[src/hdl/kms_pkg.sv]
`timescale 1ns / 1ps
// kms_pkg: shared constants, state encoding and control types for the k-way merge selector.
// No dependencies; imported by every module of the block.

package kms_pkg;

   localparam int DEF_MAX_LANES = 16;   // default lane capacity
   localparam int KEY_W         = 32;   // signed key width
   localparam int LANE_FLD_W    = 4;    // lane field width on the ports
   localparam int CSR_W         = 5;    // lanes_in_use register width
   localparam int USER_W        = 5;    // lane/out_lane plus one flag bit

   localparam logic [CSR_W-1:0] LANES_RESET = 5'd16;

   // sequencer states, one-hot
   typedef enum logic [4:0] {
      ST_IDLE  = 5'b00001,
      ST_CHECK = 5'b00010,
      ST_SCAN  = 5'b00100,
      ST_DRAIN = 5'b01000,
      ST_EMIT  = 5'b10000
   } state_type;

   // sequencer -> min-scan control
   typedef struct packed {
      logic clear;   // restart the running minimum
      logic vld;     // read data of the key RAM is a scanned lane
      logic hold;    // that lane currently holds a head key
   } scan_ctl_type;

endpackage

[src/hdl/kms_key_ram.sv]
`timescale 1ns / 1ps
// kms_key_ram: head key store, one write port and one registered read port.
// Depends on kms_pkg for the key width.

module kms_key_ram #(
   parameter int DEPTH  = kms_pkg::DEF_MAX_LANES,
   parameter int ADDR_W = 4
) (
   input  logic                     clock,
   input  logic                     wr_en,
   input  logic [ADDR_W-1:0]        wr_addr,
   input  logic [kms_pkg::KEY_W-1:0] wr_data,
   input  logic                     rd_en,
   input  logic [ADDR_W-1:0]        rd_addr,
   output logic [kms_pkg::KEY_W-1:0] rd_data
);
   import kms_pkg::*;

   logic [KEY_W-1:0] mem_ff [DEPTH];
   logic [KEY_W-1:0] rd_data_ff;

   always_ff @(posedge clock) begin
      if (wr_en) begin
         mem_ff[wr_addr] <= wr_data;
      end
   end

   always_ff @(posedge clock) begin
      if (rd_en) begin
         rd_data_ff <= mem_ff[rd_addr];
      end
   end

   assign rd_data = rd_data_ff;

endmodule

[src/hdl/kms_min_scan.sv]
`timescale 1ns / 1ps
// kms_min_scan: running signed minimum over the head keys streamed out of the key RAM.
// Depends on kms_pkg (scan_ctl_type, key width).

module kms_min_scan #(
   parameter int LANE_W = 4
) (
   input  logic                      clock,
   input  logic                      reset,
   input  kms_pkg::scan_ctl_type     ctl,
   input  logic [LANE_W-1:0]         cmp_idx,
   input  logic [kms_pkg::KEY_W-1:0] cmp_key,
   output logic                      best_any,
   output logic [LANE_W-1:0]         best_lane,
   output logic [kms_pkg::KEY_W-1:0] best_key
);
   import kms_pkg::*;

   logic              any_ff, any_in;
   logic [LANE_W-1:0] lane_ff, lane_in;
   logic [KEY_W-1:0]  key_ff, key_in;
   logic              take;

   // strict less-than: scan runs upward, so ties keep the lower lane
   assign take = ctl.vld && ctl.hold && (!any_ff || ($signed(cmp_key) < $signed(key_ff)));

   always_comb begin
      any_in  = any_ff;
      lane_in = lane_ff;
      key_in  = key_ff;
      if (ctl.clear) begin
         any_in = 1'b0;
      end else if (take) begin
         any_in  = 1'b1;
         lane_in = cmp_idx;
         key_in  = cmp_key;
      end
   end

   always_ff @(posedge clock) begin
      if (reset) begin
         any_ff <= 1'b0;
      end else begin
         any_ff <= any_in;
      end
   end

   always_ff @(posedge clock) begin
      lane_ff <= lane_in;
      key_ff  <= key_in;
   end

   assign best_any  = any_ff;
   assign best_lane = lane_ff;
   assign best_key  = key_ff;

endmodule

[src/hdl/kway_merge_selector.sv]
`timescale 1ns / 1ps
// kway_merge_selector: k-way merge by linear scan over per-lane head keys held in a RAM.
// Steps from input accept to rsp_tvalid (n = lanes in use): check, n RAM reads
//   at one lane per cycle, drain and output load; a transaction with no result ends at the check.
// A new input is accepted only in idle, once the previous transaction is through.
// Reset: synchronous, active high; all lanes awaiting, not finished, lanes_in_use = 16.
// Depends on kms_pkg, kms_key_ram, kms_min_scan.

module kway_merge_selector #(
   parameter int MAX_LANES = kms_pkg::DEF_MAX_LANES
) (
   input  logic                       clock,
   input  logic                       reset,
   // input channel
   input  logic                       req_tvalid,
   output logic                       req_tready,
   input  logic [kms_pkg::KEY_W-1:0]  req_tdata,   // [31:0] record_key
   input  logic [kms_pkg::USER_W-1:0] req_tuser,   // [3:0] lane, [4] exhausted
   // result channel
   output logic                       rsp_tvalid,
   input  logic                       rsp_tready,
   output logic [kms_pkg::KEY_W-1:0]  rsp_tdata,   // [31:0] out_key
   output logic [kms_pkg::USER_W-1:0] rsp_tuser,   // [3:0] out_lane, [4] done_res
   // configuration
   input  logic                       csr_we,
   input  logic [kms_pkg::CSR_W-1:0]  csr_wdata    // lanes_in_use
);
   import kms_pkg::*;

   localparam int LANE_W = (MAX_LANES > 1) ? $clog2(MAX_LANES) : 1;
   localparam int CNT_W  = $clog2(MAX_LANES + 1);
   localparam int CMP_W  = (CNT_W > CSR_W) ? CNT_W : CSR_W;

   // ---------------- configuration ----------------
   logic [CSR_W-1:0] lanes_ff;
   logic [CMP_W-1:0] lanes_ext;
   logic [CMP_W-1:0] n_act;        // clamped lane count, 1..MAX_LANES

   always_ff @(posedge clock) begin
      if (reset) begin
         lanes_ff <= LANES_RESET;
      end else if (csr_we) begin
         lanes_ff <= csr_wdata;
      end
   end

   assign lanes_ext = CMP_W'(lanes_ff);

   always_comb begin
      priority if (lanes_ext == '0) begin
         n_act = CMP_W'(1);
      end else if (lanes_ext > CMP_W'(MAX_LANES)) begin
         n_act = CMP_W'(MAX_LANES);
      end else begin
         n_act = lanes_ext;
      end
   end

   // ---------------- state ----------------
   state_type         state_ff, state_in;
   logic [LANE_W-1:0] rd_idx_ff, rd_idx_in;
   logic              cmp_vld_ff;
   logic [LANE_W-1:0] cmp_idx_ff;
   // lane status as two flag vectors: neither set = awaiting
   logic [MAX_LANES-1:0] hold_ff, hold_in;
   logic [MAX_LANES-1:0] exh_ff, exh_in;
   logic                 finished_ff, finished_in;

   // output register
   logic                  rsp_tvalid_ff, rsp_tvalid_in;
   logic [KEY_W-1:0]      rsp_key_ff;
   logic [LANE_FLD_W-1:0] rsp_lane_ff;
   logic                  rsp_done_ff;

   // ---------------- input decode ----------------
   logic [LANE_FLD_W-1:0] in_lane;
   logic                  in_exh;
   logic [LANE_W-1:0]     lane_idx;
   logic                  req_acc;
   logic                  lane_ok;
   logic                  take;

   assign in_lane    = req_tuser[LANE_FLD_W-1:0];
   assign in_exh     = req_tuser[LANE_FLD_W];
   assign lane_idx   = LANE_W'(in_lane);
   assign req_tready = (state_ff == ST_IDLE);
   assign req_acc    = req_tvalid && req_tready;
   assign lane_ok    = CMP_W'(in_lane) < n_act;
   // only an awaiting lane in use takes the transaction; all else is dropped
   assign take       = req_acc && !finished_ff && lane_ok
                       && !hold_ff[lane_idx] && !exh_ff[lane_idx];

   // any lane in use still waiting for its next key
   logic [MAX_LANES-1:0] in_use;
   logic                 any_wait;

   always_comb begin
      for (int i = 0; i < MAX_LANES; i++) begin
         in_use[i] = CMP_W'(i) < n_act;
      end
   end

   assign any_wait = |(in_use & ~hold_ff & ~exh_ff);

   // ---------------- key RAM and min scan ----------------
   logic [KEY_W-1:0]  rd_data;
   scan_ctl_type      scan_ctl;
   logic              best_any;
   logic [LANE_W-1:0] best_lane;
   logic [KEY_W-1:0]  best_key;

   kms_key_ram #(
      .DEPTH  (MAX_LANES),
      .ADDR_W (LANE_W)
   ) u_key_ram (
      .clock   (clock),
      .wr_en   (take && !in_exh),
      .wr_addr (lane_idx),
      .wr_data (req_tdata),
      .rd_en   (state_ff == ST_SCAN),
      .rd_addr (rd_idx_ff),
      .rd_data (rd_data)
   );

   assign scan_ctl.clear = (state_ff == ST_CHECK);
   assign scan_ctl.vld   = cmp_vld_ff;
   assign scan_ctl.hold  = hold_ff[cmp_idx_ff];

   kms_min_scan #(
      .LANE_W (LANE_W)
   ) u_min_scan (
      .clock     (clock),
      .reset     (reset),
      .ctl       (scan_ctl),
      .cmp_idx   (cmp_idx_ff),
      .cmp_key   (rd_data),
      .best_any  (best_any),
      .best_lane (best_lane),
      .best_key  (best_key)
   );

   // ---------------- sequencer ----------------
   logic rsp_free;
   logic emit;
   logic scan_last;

   assign rsp_free  = !rsp_tvalid_ff || rsp_tready;
   assign emit      = (state_ff == ST_EMIT) && rsp_free;
   assign scan_last = CMP_W'(rd_idx_ff) == (n_act - CMP_W'(1));

   always_comb begin
      state_in  = state_ff;
      rd_idx_in = rd_idx_ff;
      unique case (state_ff)
         ST_IDLE: begin
            if (req_acc) begin
               state_in = ST_CHECK;
            end
         end
         ST_CHECK: begin
            // emission check is made after every transaction, dropped or not
            if (finished_ff || any_wait) begin
               state_in = ST_IDLE;
            end else begin
               state_in  = ST_SCAN;
               rd_idx_in = '0;
            end
         end
         ST_SCAN: begin
            if (scan_last) begin
               state_in = ST_DRAIN;
            end else begin
               rd_idx_in = rd_idx_ff + LANE_W'(1);
            end
         end
         ST_DRAIN: begin
            state_in = ST_EMIT;    // last RAM word is compared this cycle
         end
         ST_EMIT: begin
            if (rsp_free) begin
               state_in = ST_IDLE;
            end
         end
         default: begin
            state_in = ST_IDLE;
         end
      endcase
   end

   always_comb begin
      hold_in     = hold_ff;
      exh_in      = exh_ff;
      finished_in = finished_ff;
      if (take) begin
         if (in_exh) begin
            exh_in[lane_idx] = 1'b1;
         end else begin
            hold_in[lane_idx] = 1'b1;
         end
      end
      if (emit) begin
         if (best_any) begin
            hold_in[best_lane] = 1'b0;   // emitted lane waits for a refill
         end else begin
            finished_in = 1'b1;
         end
      end
   end

   always_comb begin
      rsp_tvalid_in = rsp_tvalid_ff;
      if (emit) begin
         rsp_tvalid_in = 1'b1;
      end else if (rsp_tready) begin
         rsp_tvalid_in = 1'b0;
      end
   end

   always_ff @(posedge clock) begin
      if (reset) begin
         state_ff      <= ST_IDLE;
         rd_idx_ff     <= '0;
         cmp_vld_ff    <= 1'b0;
         hold_ff       <= '0;
         exh_ff        <= '0;
         finished_ff   <= 1'b0;
         rsp_tvalid_ff <= 1'b0;
      end else begin
         state_ff      <= state_in;
         rd_idx_ff     <= rd_idx_in;
         cmp_vld_ff    <= (state_ff == ST_SCAN);
         hold_ff       <= hold_in;
         exh_ff        <= exh_in;
         finished_ff   <= finished_in;
         rsp_tvalid_ff <= rsp_tvalid_in;
      end
   end

   // payload registers
   always_ff @(posedge clock) begin
      cmp_idx_ff <= rd_idx_ff;
      if (emit) begin
         rsp_key_ff  <= best_any ? best_key : '0;
         rsp_lane_ff <= best_any ? LANE_FLD_W'(best_lane) : '0;
         rsp_done_ff <= !best_any;
      end
   end

   assign rsp_tvalid = rsp_tvalid_ff;
   assign rsp_tdata  = rsp_key_ff;
   assign rsp_tuser  = {rsp_done_ff, rsp_lane_ff};

`ifndef SYNTHESIS
   a_status_excl: assert property (@(posedge clock) disable iff (reset)
      (hold_ff & exh_ff) == '0)
      else $error("lane both holding and exhausted");

   a_finished_sticky: assert property (@(posedge clock) disable iff (reset)
      !$fell(finished_ff))
      else $error("finished flag cleared without reset");

   a_done_sets_finished: assert property (@(posedge clock) disable iff (reset)
      (rsp_tvalid_ff && rsp_done_ff) |-> finished_ff)
      else $error("done transaction without finished state");

   a_scan_in_range: assert property (@(posedge clock) disable iff (reset)
      (state_ff == ST_SCAN) |-> (CMP_W'(rd_idx_ff) < n_act))
      else $error("scan index beyond lanes in use");

   a_emit_rearms_lane: assert property (@(posedge clock) disable iff (reset)
      (emit && best_any) |=> !hold_ff[$past(best_lane)])
      else $error("emitted lane still holding");
`endif

endmodule

[config.mk]
export PLATFORM = sky130hd
export DESIGN_NAME = kway_merge_selector
export DESIGN_NICKNAME = d
export VERILOG_FILES = /design/src/hdl/kms_pkg.sv /design/src/hdl/kms_key_ram.sv /design/src/hdl/kms_min_scan.sv /design/src/hdl/kway_merge_selector.sv
export SDC_FILE = /design/constraint.sdc
export NUM_CORES = 1
export LEC_CHECK = 0
export BUFFER_PORTS_ARGS = -buffer_cell sky130_fd_sc_hd__buf_2
export CAP_MARGIN = 0
export CORE_MARGIN = 2
export CORE_UTILIZATION = 51
export CTS_BUF_LIST = sky130_fd_sc_hd__clkbuf_8
export CTS_CLUSTER_DIAMETER = 40
export CTS_CLUSTER_SIZE = 14
export DETAILED_ROUTE_END_ITERATION = 8
export PLACE_DENSITY = 0.67
export SLEW_MARGIN = 10
export SYNTH_ARGS = -nofsm -noshare
export SYNTH_HDL_FRONTEND = slang
export SYNTH_SLANG_ARGS = --single-unit
[constraint.sdc]
create_clock -name clock -period 7 [get_ports clock]
set_clock_uncertainty 0.05 [all_clocks]
set_input_delay 1.4 -clock clock [delete_from_list [all_inputs] [get_ports clock]]
set_output_delay 1.4 -clock clock [all_outputs]
set_load 0.01 [all_outputs]
==> results of run 1 <==
[per-stage QoR]
step           worst slack (ns)  hold slack, ns  cells
2_1_floorplan             0.776           0.279   1318
3_3_place_gp               2.03           0.383   2044
3_5_place_dp               2.01           0.390   2044
4_1_cts                    2.75           0.396   2216
5_1_grt                    2.59           0.401   2217
6_report                   2.75           0.395   2217
[placed cells by master (no fill, tap or decap), drive strengths merged, types with 3 or more instances in the layout]
| cell | netlist | routed |
|---|---|---|
| edfxtp | 617 | 617 |
| mux4 | 169 | 169 |
| buf | 27 | 110 |
| nor2 | 97 | 97 |
| clkbuf | 37 | 94 |
| inv | 38 | 64 |
| dfxtp | 54 | 54 |
| a21oi | 41 | 41 |
| ha | 37 | 37 |
| clkinv | 2 | 33 |
| nand2 | 23 | 23 |
| clkinvlp | 0 | 14 |
| o21ai | 14 | 14 |
| nor3 | 14 | 14 |
| o21a | 13 | 13 |
| a211oi | 11 | 11 |
| nor2b | 10 | 10 |
| and3 | 10 | 10 |
| nand3 | 9 | 9 |
| a31oi | 7 | 7 |
| bufinv | 0 | 7 |
| nand2b | 6 | 6 |
| a21o | 6 | 6 |
| mux2i | 6 | 6 |
| and2 | 6 | 6 |
| or2 | 6 | 6 |
| nand4 | 5 | 5 |
| o211ai | 4 | 4 |
| a311oi | 4 | 4 |
| o2bb2ai | 4 | 4 |
| nand3b | 3 | 3 |
| or3 | 3 | 3 |
| nor4 | 3 | 3 |
| a41oi | 3 | 3 |
| a2111oi | 3 | 3 |
| nor4b | 3 | 3 |
[cell type report]
class / instances / area, um2 / share of cell area, %
antenna: 1 / 2.50 / 0.00844
timing repair buffer: 110 / 663 / 2.24
sequential: 671 / 19600 / 66.2
inverter: 40 / 150 / 0.507
tap: 680 / 851 / 2.87
clock buffer: 94 / 1290 / 4.36
multi-input combinational: 543 / 6320 / 21.3
clock inverter: 78 / 747 / 2.52
[worst max-delay path by stage]
stage | startpoint | to | slack (ns) | cells past startpoint
6_report | req_tuser[3] | u_key_ram.mem_ff[2][23] | 2.75 | 8
5_1_grt | req_tuser[3] | u_key_ram.mem_ff[1][5] | 2.59 | 8
2_1_floorplan | u_key_ram.rd_data[31] | u_min_scan.best_key[0] | 0.78 | 7
4_1_cts | req_tuser[3] | u_key_ram.mem_ff[2][23] | 2.75 | 8
3_5_place_dp | req_tuser[3] | u_key_ram.mem_ff[1][6] | 2.01 | 8
3_3_place_gp | req_tuser[3] | u_key_ram.mem_ff[1][6] | 2.03 | 8
[metal layers]
metal | global-route usage, % | vias to the layer above | part of all wire (%)
li1 | - | 5679 | -
met1 | 30.4 | 6740 | 42
met2 | 35.0 | 447 | 49
met3 | 4.31 | 99 | 5.9
met4 | 6.63 | 0 | 2.4
met5 | 0 | - | 0
[critical path, cell delays in order]
cell     delay (ns)
buf_2          0.30
ha_1           0.31
a21oi_1        0.16
nor2_1         0.05
or3_1          0.37
a211o_1        0.66
nor3_4         0.99
buf_12         0.28
[kinds of logic (layout without fill, tap and decap cells)]
kind of cell / Yosys count / count (layout) / share of synthesized area, %
other: 0 / 1 / 0
adders and majority gates: 37 / 37 / 1.76
buffers and inverters: 104 / 322 / 1.62
DFF: 671 / 671 / 74.7
AOI/OAI and AO/OA: 124 / 124 / 3.24
muxes: 175 / 175 / 14.7
xor gates and xnor gates: 2 / 2 / 0.0667
and+or+nand+nor: 205 / 205 / 3.93
[sequential cells by signal, indices dropped and copies added (netlist names)]
register              flops
exh_ff                   16
finished_ff               1
u_key_ram.rd_data        32
cmp_idx_ff                4
u_min_scan.best_any       1
cmp_vld_ff                1
rsp_lane_ff               4
hold_ff                  16
lanes_ext                 5
rsp_tdata                32
u_min_scan.best_key      32
rsp_done_ff               1
rd_idx_ff                 4
u_min_scan.best_lane      4
rsp_tvalid                1
state_ff                  5
u_key_ram.mem_ff        512
[power by group]
group / switching [uW] / internal, uW / leakage (uW)
Combinational: 107 / 38.7 / 0.00246
Sequential: 12.3 / 4380 / 0.00600
Clock: 1640 / 1610 / 0.00103
==> results.toml, run 1 <==
[place]
gp_congestion = 0.849
placed_area_um2 = 27600
dp_hpwl_um = 33100
io_buffers = 85

[sta]
drv_slew = 0
slew_headroom_pct = 24.3
setup_viol = 0
finalCritPeriodShare_pct = 60.7
timing.final.crit_period_ns = 4.25
fmax_ghz = 0.235
rsz0062_at_grt = "false"
hold_viol_final = 0
tightest_slew_ns = 1.12
final.setup.tns_ns = 0

[floorplanning]
die_w_um = 231
coreArea_um2 = 51100
die_h_um = 231
num_io_pins = 86
rows = 83
die_area_um2 = 53300
start_util_pct = 51.4

[synth]
synth_top_area_share_pct = 70.5
synth_area_um2 = 26300
synth_edf_count = 617
async_reset_ff_share_pct = 0
syn_area_per_cell_um2 = 19.9
yosysSeqAreaShare_pct = 74.7
synthTopCellsByArea = "edfxtp_1 71%, mux4_2 14%, dfxtp_1 4.1%"
synth_nets = 1402
ys_warn_count = 0
synth_common_cells = "617 x edfxtp_1, 169 x mux4_2, 97 x nor2_1, 54 x dfxtp_1, 41 x a21oi_1"
synth_ff_type = "edfxtp_1"
ys_ff_latch = 671
synthCells = 1318
yosys.area.top_type = "edfxtp_1"
yosysUniqueCellTypes = 63
synth.most_common_cell = "edfxtp_1"

[clock_tree]
insertion_delay_ns = 0.71
cts-resized-gates = 0
cts.path.max_buffers = 3
cts_tree = "done"
clk_pin_slew_ns = 0.07
cts_root_buffer = "clkbuf_8"
clock_sinks = 671
hold_buffers = 0
post-cts-setup-buffer-count = 0
cts-htree-levels = 3
numCtsBuffers = 92

[routing]
drt-total-wl_um = 56300
drtIter0Drc = 1289
drc = 0
postRouteAntennaNets = 0
num_vias = 13000
wl_per_cell_um = 25.4
viasPerCell = 5.85
first_pass_iters = 5

[power_and_ir_drop]
ir_drop_mv = 0.181
power_density_nw_per_um2 = 263
power.total_uw = 7780
p_leak_uw = 0.00949

[layout]
drive_gt1_share_pct = 30.8
fillers = 3834
fin_area_um2 = 29600
area_delta_synth_final_pct = 12.9
nets = 1542
final_core_util_pct = 58.0

[global_route]
overflow = 0
grt_pass1_vias = 13400
grt_pass1_wl_um = 84600
antenna_found_initial = 1
grt_util_all_layers_pct = 21.8
grt_max_degree = 63

[worst_setup_path]
worst_setup_path_end_kind = "flip-flop"
cp.required_ns = 7.31
critPathMaxFanout = 19
crit_type = "input pin to flip-flop"
start_kind = "input pin"
worst_ep_arrival_time_ns = 4.56
regToRegStartpoint = "lanes_ext[4]"
worst-r2r-cell-count = 9
r2r-end = "u_key_ram.mem_ff[2][23]"
r2r_setup_slack_ns = 2.91

[worst_hold_path]
hold_depth = 0
hp-class = "flip-flop to flip-flop"
hp-start = "cmp_idx_ff[1]"
min_to = "u_min_scan.best_lane[1]"

[flow_run]
cap_violations = 0

[run_status]
status = "finished clean"
No activity file was read; power rests on OpenSTA's default activity.
==> inputs of run 2 (changes only) <==
==> constraint.sdc (replaced) <==
create_clock -name clock -period 4.4 [get_ports clock]
set_clock_uncertainty 0.05 [all_clocks]
set_input_delay 0.88 -clock clock [delete_from_list [all_inputs] [get_ports clock]]
set_output_delay 0.88 -clock clock [all_outputs]
set_load 0.01 [all_outputs]
==> run 2 against run 1 <==
  * Hold slack worse by 0.014 ns
  * Largest cell class unchanged
  * Setup slack worse by 1.8 ns
  * First-iteration DRC count down 23%
  * Sequential power up 59%
==> results.toml, run 2 (synthesized netlist as in run 1, its figures left out) <==
[sta]
slew_headroom_pct = 23.9
finalCritPeriodShare_pct = 78.8
tightest_slew_ns = 1.14
drv_slew = 0
hold_viol_final = 0
setup_viol = 0
rsz0062_at_grt = "false"
fmax_ghz = 0.288
final.setup.tns_ns = 0
timing.final.crit_period_ns = 3.47

[flow_run]
cap_violations = 0

[clock_tree]
cts_tree = "done"
cts.path.max_buffers = 3
cts-htree-levels = 3
hold_buffers = 0
clk_pin_slew_ns = 0.07
insertion_delay_ns = 0.67
cts_root_buffer = "clkbuf_8"
numCtsBuffers = 89
clock_sinks = 671
cts-resized-gates = 0
post-cts-setup-buffer-count = 0

[place]
gp_congestion = 0.916
placed_cells = 2055
placed_area_um2 = 27900
dp_hpwl_um = 32100
io_buffers = 85

[power_and_ir_drop]
combPwrFrac_pct = 1.9
sw_frac_of_total_pct = 22.5
p_sw_uw = 2750
power_density_nw_per_um2 = 411
p_leak_uw = 0.00953
power.total_uw = 12200
pwr-share-clk_pct = 41.0
p_seq_share_pct = 57.1
internal-power_uw = 9480
ir_drop_mv = 0.240

[worst_setup_path]
critPathMaxFanout = 32
worst_ep_arrival_time_ns = 3.76
crit_type = "flip-flop to flip-flop"
start_kind = "flip-flop"
cp.required_ns = 4.70
worst_setup_path_end_kind = "flip-flop"
r2r-end = "u_key_ram.mem_ff[13][18]"
r2r_setup_slack_ns = 0.93
regToRegStartpoint = "lanes_ext[4]"
worst-r2r-cell-count = 9

[global_route]
grt_util_all_layers_pct = 20.8
overflow = 0
grt_max_degree = 55
gr-max-usage-layer = "met2"
grtUsageMet3_pct = 3.87
grt_pass1_wl_um = 82000
grtUsageMet1_pct = 28.7
antenna_found_initial = 1
grt_pass1_vias = 13500
use_met2_pct = 33.8

[floorplanning]
start_util_pct = 51.4
coreArea_um2 = 51100
die_area_um2 = 53300
rows = 83
die_h_um = 231
num_io_pins = 86
die_w_um = 231

[layout]
largest_reg_flops = 512
diodes = 0
mostFrequentLayoutCell = "edfxtp_1"
final_core_util_pct = 58.3
fin_area_um2 = 29800
drive_gt1_share_pct = 31.3
area_delta_synth_final_pct = 13.5
fin_cells = 2218
final_cell_mix = "617 x edfxtp_1, 169 x mux4_2, 97 x nor2_1, 92 x clkbuf_8, 85 x buf_2"
nets = 1550
regMostFlops = "u_key_ram.mem_ff"

[routing]
num_vias = 12900
drtIter0Drc = 995
wl_per_cell_um = 24.4
drc = 0
postRouteAntennaNets = 0
first_pass_iters = 5
viasPerCell = 5.83
drt-total-wl_um = 54100

[worst_hold_path]
hold_depth = 3
hp-class = "input pin to flip-flop"
min_to = "lanes_ext[4]"
hp-start = "csr_wdata[4]"

[run_status]
status = "finished clean"
run 2: cell types whose count changed in the layout (fill, tap and decap cells not counted), sizes merged:
cell / change
buf: +11
bufinv: -1
clkbuf: -2
clkinv: -9
clkinvlp: +3
diode: -1
run 2: cell type report:
class                           count  area, um2
Inverter                           40        150
Clock buffer                       92       1270
Fill cell                        3789      21300
Clock inverter                     71        681
Sequential cell                   671      19600
Tap cell                          680        851
Multi-Input combinational cell    543       6320
Timing Repair Buffer              121        908
run 2: how the worst max path moves through the flow:
stage	start	endpoint	slack, ns
3_5_place_dp	req_tuser[3]	u_key_ram.mem_ff[13][18]	0.58
2_1_floorplan	req_tuser[3]	u_key_ram.mem_ff[3][0]	-0.50
3_3_place_gp	req_tuser[3]	u_key_ram.mem_ff[13][14]	0.63
6_report	lanes_ext[4]	u_key_ram.mem_ff[13][18]	0.93
4_1_cts	u_key_ram.rd_data[7]	u_min_scan.best_lane[0]	0.96
5_1_grt	u_key_ram.rd_data[13]	u_min_scan.best_lane[0]	0.78
run 2: layer usage:
layer,vias up,routed length [um]
met1,6741,23000
met5,-,0
met2,413,26700
met3,103,2790
li1,5679,-
met4,0,1550
run 2: through the flow:
step | hold slack [ns] | setup slack (ns)
after CTS | 0.335 | 0.965
after floorplan | 0.279 | -0.500
after global placement | 0.387 | 0.629
after detailed placement | 0.391 | 0.580
final | 0.381 | 0.931
after global routing | 0.366 | 0.780
run 2: critical path, cell delays in order, from the launching register on:
cell     delay [ns]
dfxtp_1        0.52
inv_1          0.25
nand2_1        0.11
ha_1           0.23
a21oi_1        0.16
nor2_1         0.06
or3_1          0.38
a211o_1        0.65
nor3_2         0.42
buf_12         0.29
run 2: power by group through the flow:
stage                     registers [uW]  clock network [uW]  logic (uW)
after floorplan                     7120                   0         110
after global placement              7120                   0         225
after detailed placement            7130                   0         234
after CTS                           6980                5140         234
after global routing                6980                5360         257
final                               6980                5020         234
